`src/hw/rtl/fa2_fifo.sv`:
```
// two-entry queue between front and back end
module fa2_fifo #(
  parameter int DATA_W = 8
) (
  input  logic              clk_i,
  input  logic              rst_ni,
  input  logic              push_i,
  input  logic [DATA_W-1:0] data_i,
  output logic              full_o,
  input  logic              pop_i,
  output logic              valid_o,
  output logic [DATA_W-1:0] data_o
);

  logic [DATA_W-1:0] mem_q [2];
  logic              wr_q, wr_d, rd_q, rd_d;
  logic [1:0]        cnt_q, cnt_d;
  logic              do_pop;

  always_comb begin
    do_pop  = pop_i && (cnt_q != 2'd0);
    full_o  = cnt_q == 2'd2;
    valid_o = cnt_q != 2'd0;
    data_o  = mem_q[rd_q];
    wr_d    = push_i ? ~wr_q : wr_q;
    rd_d    = do_pop ? ~rd_q : rd_q;
    cnt_d   = cnt_q + 2'(push_i) - 2'(do_pop);
  end

  always_ff @(posedge clk_i or negedge rst_ni) begin
    if (!rst_ni) begin
      wr_q  <= 1'b0;
      rd_q  <= 1'b0;
      cnt_q <= 2'd0;
    end else begin
      wr_q  <= wr_d;
      rd_q  <= rd_d;
      cnt_q <= cnt_d;
    end
  end

  always_ff @(posedge clk_i) begin
    if (push_i) begin
      mem_q[wr_q] <= data_i;
    end
  end

endmodule

```
`config.mk`:
```
export PLATFORM = sky130hd
export DESIGN_NAME = fa2_fifo
export DESIGN_NICKNAME = d
export VERILOG_FILES = /design/src/hw/rtl/fa2_fifo.sv
export SDC_FILE = /design/constraint.sdc
export NUM_CORES = 1
export LEC_CHECK = 0
export BUFFER_PORTS_ARGS = -buffer_cell sky130_fd_sc_hd__buf_2
export CORE_AREA = 2 2 46 48
export DETAILED_ROUTE_END_ITERATION = 7
export DIE_AREA = 0 0 48 50
export GPL_ROUTABILITY_DRIVEN = 0
export PLACE_DENSITY_LB_ADDON = 0.25
export SKIP_CTS_REPAIR_TIMING = 1
export SLEW_MARGIN = 40
export SYNTH_ARGS = -nofsm -noshare
export SYNTH_HDL_FRONTEND = slang
export SYNTH_SLANG_ARGS = --single-unit
export TNS_END_PERCENT = 1
```
`constraint.sdc`:
```
create_clock -name clk_i -period 1.5 [get_ports clk_i]
set_clock_uncertainty 0.1 [all_clocks]
set_input_delay 0.15 -clock clk_i [delete_from_list [all_inputs] [get_ports clk_i]]
set_output_delay 0.15 -clock clk_i [all_outputs]
set_load 0.005 [all_outputs]
```
==> out/results.ini <==
[synth]
synth_area_per_cell_um2=19.3
yosysUniqueCellTypes=12
ys_ff_latch=20
synthTopCellsByArea=edfxtp_1 (59%), mux2_4 (15%), dfrtp_1 (12%)
ys_warn_count=0
postSynthNetCount=56
yosysTopAreaCell=edfxtp_1
synth-seq-area-share_pct=71.5
yosysTopAreaCellShare_pct=59.2
netlist_area_um2=812
syn_inst=42

[global_routing]
grtUsageMet3_pct=3.30
grt_max_degree=12
grt_pass1_wl_um=1680
grt_usage_pct=10.5
grt_antenna_before_repair=0
use_met2_pct=17.8
overflow=0
grt-busiest-layer=met2
use_met1_pct=10.3
grt_pass1_vias=417

[clock_network]
cts_max_level=1
clockBufferDepth=2
cts.reportedPaths.clkPinSlew_ns=0.11
clock-sinks=20
cts_made_buffers=3
clock_latency_ns=0.30
cts_tree=done
root_buffer=clkbuf_4

[layout]
layout_common_cells=buf_2 (17), edfxtp_1 (16), dlygate4sd3_1 (10), mux2_4 (8), buf_6 (6)
fillers=155
ff_latch_area_um2=582
multi_input_area_um2=223
drive_gt1_share_pct=51.8
fin_nets=98
diodes=0
area_growth_pct=43.1
final_common_cell=buf_2

[route]
drc=0
num_vias=491
drt-pass1-iter-count=3
vias_per_cell=4.46
drt_iter0_drc=15
antenna_left=0
drt_wl_total_um=1300
avgRoutedWirePerCell_um=11.8

[sta]
rsz0062_at_grt=true
min_period_over_period_pct=103
worst-slew-pin-transition_ns=0.391
setup_viol=10
maxSlewViolCount=0
fin_crit_ns=1.54
max_freq_mhz=649
hold_viol_final=0
fin_ws_ns=-0.0419
maxSlewHeadroom_pct=73.9

[floorplanning]
initial_core_util_pct=42.7
die_w_um=48
die_h_um=50
core_area_um2=1900
dieArea_um2=2400
boundaryPins=22
rows=16

[power_and_ir_drop]
power_leakage_uw=0.000500
total_power_uw=1940
ir_drop_mv=0.856
p_per_area_nw_per_um2=1670

[placed_design]
port_buffers=21
pre_cts_ws_ns=-0.0337

[setup_path]
path_max_fanout=4
required_ns=1.25
arrival_ns=1.29
start_kind=flop
end_kind=primary output
criticalPathCategory=flop to primary output

[flow_run]
maxCapViolations=0

[status]
outcome=finished, violations left
violations=negative setup slack

[worst_hold_path]
hp-class=input pin to flop

==> metal layers <==
layer  wire length [µm]  vias to the layer above
met5                  0                        -
met4                 21                        0
met3                 49                        3
met2                708                       11
met1                522                      244
li1                   -                      233
==> cell type report <==
type | instances | share of cell area (%)
Timing Repair Buffer | 38 | 25.0
Multi-Input combinational cell | 19 | 19.2
Inverter | 2 | 0.646
Tap cell | 27 | 2.91
Sequential cell | 20 | 50.1
Clock buffer | 4 | 2.26
==> power breakdown <==
group / internal, µW / leakage, µW / total (µW) / switching [µW]
registers: 760 / 0.000196 / 811 / 51.4
clock network: 104 / 0.0000150 / 263 / 160
logic: 539 / 0.000289 / 862 / 323
==> per-stage QoR <==
stage	cells	instance area [µm²]	hold WS, ns	TNS [ns]	utilization, %
after global placement	93	970	-0.136	0	51.0
after CTS	97	996	-0.467	-1.87	52.4
after floorplan	42	812	-0.246	-0.0153	-
after global routing	110	1160	0.0468	-0.678	61.1
after detailed placement	93	970	-0.134	-0.0337	51.0
final	110	1160	0.0378	-0.243	61.1
==> worst paths after layout <==
path,startpoint,endpoint,slack [ns],cells past startpoint
min in group asynchronous,rst_ni,cnt_q[0],0.07,2
setup reg to reg,cnt_q[0],cnt_q[1],-0.04,6
max in group asynchronous,rst_ni,rd_q,1.09,2
hold / removal,push_i,cnt_q[0],0.04,2
hold reg to reg,wr_q,wr_q,0.40,1
setup / recovery,rd_q,data_o[6],-0.04,3
==> cell usage after synthesis (all sizes together) <==
library cell and instances:
and2 1, mux2 8, dfrtp 4, nor2b 2, edfxtp 16, inv 2, xor2 2, or2 1
buf 1, o21a 1, xnor2 2, ha 2
==> cell families after synthesis <==
family          after synthesis  share of synthesized area [%]
mux                           8                           14.8
fa+ha+maj                     2                           3.08
buf+inv                       3                           2.31
xor+xnor                      4                           4.32
simple gates                  4                           3.08
flops                        20                           71.5
compound gates                1                          0.925
==> worst max-delay path, cell delays in order (launching register included) <==
cell     delay, ns
dfrtp_2       0.42
buf_2         0.16
mux2_4        0.29
buf_2         0.12
==> registers in the layout (all words and copies together) (netlist names) <==
register and count:
cnt_q 2, wr_q 1, mem_q 16, rd_q 1
No activity file was read; power rests on OpenSTA's default activity.
