$ cat src/hw/rtl/fa2_pkg.sv
// shared constants and types for the four-quadrant arctangent block
package fa2_pkg;

  localparam int ANGLE_W = 16;
  localparam int A_W     = 17;
  localparam int Q_FRAC  = 16;

  localparam logic [29:0] C1_Q30      = 30'd351782264;
  localparam logic [29:0] C2_Q30      = 30'd171062341;
  localparam logic [29:0] C3_Q30      = 30'd49925210;
  localparam logic [31:0] HALF_PI_Q30 = 32'd1686629759;
  localparam logic [31:0] PI_Q30      = 32'd3373259519;

  localparam logic [A_W-1:0] A_ONE = 17'd65536;

  typedef struct packed {
    logic zero;
    logic xneg;
    logic yneg;
    logic swap;
  } meta_t;

  localparam int META_W = $bits(meta_t);

endpackage

$ cat src/hw/rtl/fa2_front.sv
// front end: magnitudes, octant classification and min/max ordering
module fa2_front import fa2_pkg::*; #(
  parameter int W = 16
) (
  input  logic [W-1:0] coord_x_i,
  input  logic [W-1:0] coord_y_i,
  output meta_t        meta_o,
  output logic [W-1:0] mn_o,
  output logic [W-1:0] mx_o
);

  logic [W-1:0] ax, ay;

  always_comb begin
    ax = coord_x_i[W-1] ? (~coord_x_i + W'(1)) : coord_x_i;
    ay = coord_y_i[W-1] ? (~coord_y_i + W'(1)) : coord_y_i;
    meta_o.xneg = coord_x_i[W-1];
    meta_o.yneg = coord_y_i[W-1];
    meta_o.swap = ay > ax;
    meta_o.zero = (ax == '0) && (ay == '0);
    mn_o = meta_o.swap ? ax : ay;
    mx_o = meta_o.swap ? ay : ax;
  end

endmodule

$ cat config.mk
export PLATFORM = sky130hd
export DESIGN_NAME = fa2_front
export DESIGN_NICKNAME = d
export VERILOG_FILES = /design/src/hw/rtl/fa2_pkg.sv /design/src/hw/rtl/fa2_front.sv
export SDC_FILE = /design/constraint.sdc
export NUM_CORES = 1
export LEC_CHECK = 0
export ABC_AREA = 1
export BUFFER_PORTS_ARGS = -buffer_cell sky130_fd_sc_hd__buf_2
export CORE_MARGIN = 4
export CORE_UTILIZATION = 37
export DETAILED_ROUTE_END_ITERATION = 10
export GPL_TIMING_DRIVEN = 1
export SYNTH_ARGS = -nofsm -noshare
export SYNTH_HDL_FRONTEND = slang
export SYNTH_SLANG_ARGS = --single-unit
$ cat constraint.sdc
create_clock -name vclk -period 2.92
set_input_delay 0.146 -clock vclk [all_inputs]
set_output_delay 0.146 -clock vclk [all_outputs]
set_load 0.05 [all_outputs]
==> run metrics <==
total track usage 16.7%; most common cell in the netlist nand2_1; Worst path top cell family by delay simple AND/OR/NAND/NOR gates; Initial Util 38.1%; critical path's slowest cell ha_1; drt pass-1 iters 4; routed length per instance 10.7 um; die area 6490 um2; min-delay worst type in -> out; CP arrival 2560 ps; Routed WL 5610 um; crit-path max FO 18; Pleak 1.46 nW; Port Buffers 68; number of global-route vias before repair 2083; Final min period 2700 ps; power per cell area 359 nW/um2; Final setup viols 0; GR peak layer met2; Hold EP mn_o[0]; Buffers & Inverters on Critical Path 4; met2 GRT Util 30.1%; final count of pins violating max slew 0; Worst Path Required 2770 ps; max_cap viols 0; area leader, netlist nand2_1; met1 Usage GRT 22.7%; hold path depth 4; DP Worst Slack 35.8 ps; first-pass GRT wire length 8960 um; Seq/Total Area, Yosys 0%; most common library cells after synthesis 143 x nand2_1, 45 x inv_1, 36 x nor2_1, 34 x nand3_1, 18 x ha_1; Relative slew margins 82.1%; Horiz. Die Dim 80.5 um; GRT overflow 0; fin crit share 92.5%; initial antenna violation count 0; outcome complete, no violations; Syn Inst Count 389; Hold Path Origin coord_y_i[0]; YS warnings 0; CORE AREA 5110 um2; row count 26; Startpoint Class primary input; fill cell count 569; maximum vdd drop 0.000320 V; Nets 508; final setup margin 218 ps; Die Span Y 80.5 um; largest net degree at the start of global routing 29; FFs & Latches 0; Post-Syn Nets 439; Worst-Margin Slew 269 ps; DRC Markers 0; P&R area growth vs syn 29.0%; drt via density 4.65; slowest stage delay, CP 300 ps; detailed router's first-iteration violation count 166; io pins 68; met3 Usage GRT 1.35%; routed vias 2445; Cell Area, Synth 1950 um2; synthesized area per cell 5.00 um2; Critical Path End Type primary output; Inserted Diodes 0; number of antenna-violating nets in the routed design 0; DP Wirelength 4920 um; RePlAce Congestion 0.834; clk_buf instances 0; CP Class in -> out; FF/Latch Area 0 um2; crit path cell chain buf_2 -> inv_2 -> ha_2 -> nand2_2 -> o21ai_4 -> nand2_2 -> nand2_1 -> nand2_2 -> ha_1 -> nand4_1 -> nor2_2 -> nand2_1 -> nand2_1 -> nand2_4 -> buf_8 -> o21ai_0 -> clkbuf_4; share of the synthesized area in the top cell type 27.6%; final hold violations 0; fmax 370 MHz; Distinct cells, synth 28; Pwr Total 0.000901 W; layout cell share with drive strength beyond 1 28.5%; top post-synthesis cells by area nand2_1 28%, ha_1 12%, nand3_1 8.7%
## where the power goes
group	total, W	leakage, nW	internal [W]	switching [W]
registers	0	0	0	0
logic	0.000901	1.46	0.000263	0.000638
clock network	0	0	0	0
## through the flow
step | hold slack [ps] | TNS [ps] | cells | util, % | cell area [um2]
final | 720 | 0 | 526 | 49.2 | 2510
after global routing | 752 | -31.0 | 526 | 49.2 | 2510
after CTS | 727 | 0 | 525 | 46.6 | 2380
after detailed placement | 724 | 0 | 525 | 46.6 | 2380
after global placement | 719 | 0 | 525 | 46.6 | 2380
after floorplan | 459 | -1080 | 389 | - | 1950
## cells in the final DEF, fill, tap and decap left out, types with 2 or more instances in the layout
cell type,instances
nand2_1,142
o21ai_2,2
nand2_4,3
buf_6,5
clkinv_1,2
buf_4,19
inv_1,45
a21oi_1,9
o21ai_0,13
buf_2,45
nor2_2,8
inv_2,9
clkbuf_4,9
nand3_1,34
o21ai_1,16
ha_2,2
nand2_2,15
ha_1,16
nand3b_1,6
nor2_1,33
nand4_1,7
nand3_2,4
## logic make-up (layout without fill, tap and decap cells)
| kind of cell | Yosys count | in the layout | synth area share, % |
|---|---|---|---|
| and+or+nand+nor | 257 | 257 | 60.0 |
| buffers and inverters | 69 | 136 | 15.4 |
| AOI/OAI and AO/OA | 43 | 43 | 11.8 |
| adders and majority gates | 18 | 18 | 11.6 |
| xor gates and xnor gates | 2 | 2 | 1.29 |
## layout make-up
cell class / instances / area [um2] / area share, %
repair buffers: 80 / 527 / 21.0
multi-input cells: 320 / 1690 / 67.2
well taps: 70 / 87.6 / 3.49
inverters: 56 / 210 / 8.37
## tightest hold or removal path, stage by stage
cell and delay (ps):
buf_2 110, nand2_1 50, o21ai_1 50, clkbuf_4 200
## layer usage
metal  share of wire (%)  wire [um]
met2                  47       2660
met4                   0          0
met1                  48       2670
met5                   0          0
met3                 4.9        276
## repair_timing
action	4_1_cts	5_1_grt
hold buffers	0	0
resized for setup	0	58
setup endpoints to repair	0	32
buffers inserted	0	1
## worst max-delay path by stage
stage,cells past startpoint,end,startpoint,slack [ps]
5_1_grt,19,mn_o[15],coord_x_i[6],-10
2_1_floorplan,15,mn_o[10],coord_y_i[0],-80
4_1_cts,17,mn_o[13],coord_y_i[0],30
6_report,17,mn_o[3],coord_y_i[0],220
3_3_place_gp,17,mn_o[13],coord_y_i[0],90
3_5_place_dp,17,mn_o[13],coord_y_i[0],40
No activity file was read; power rests on OpenSTA's default activity.
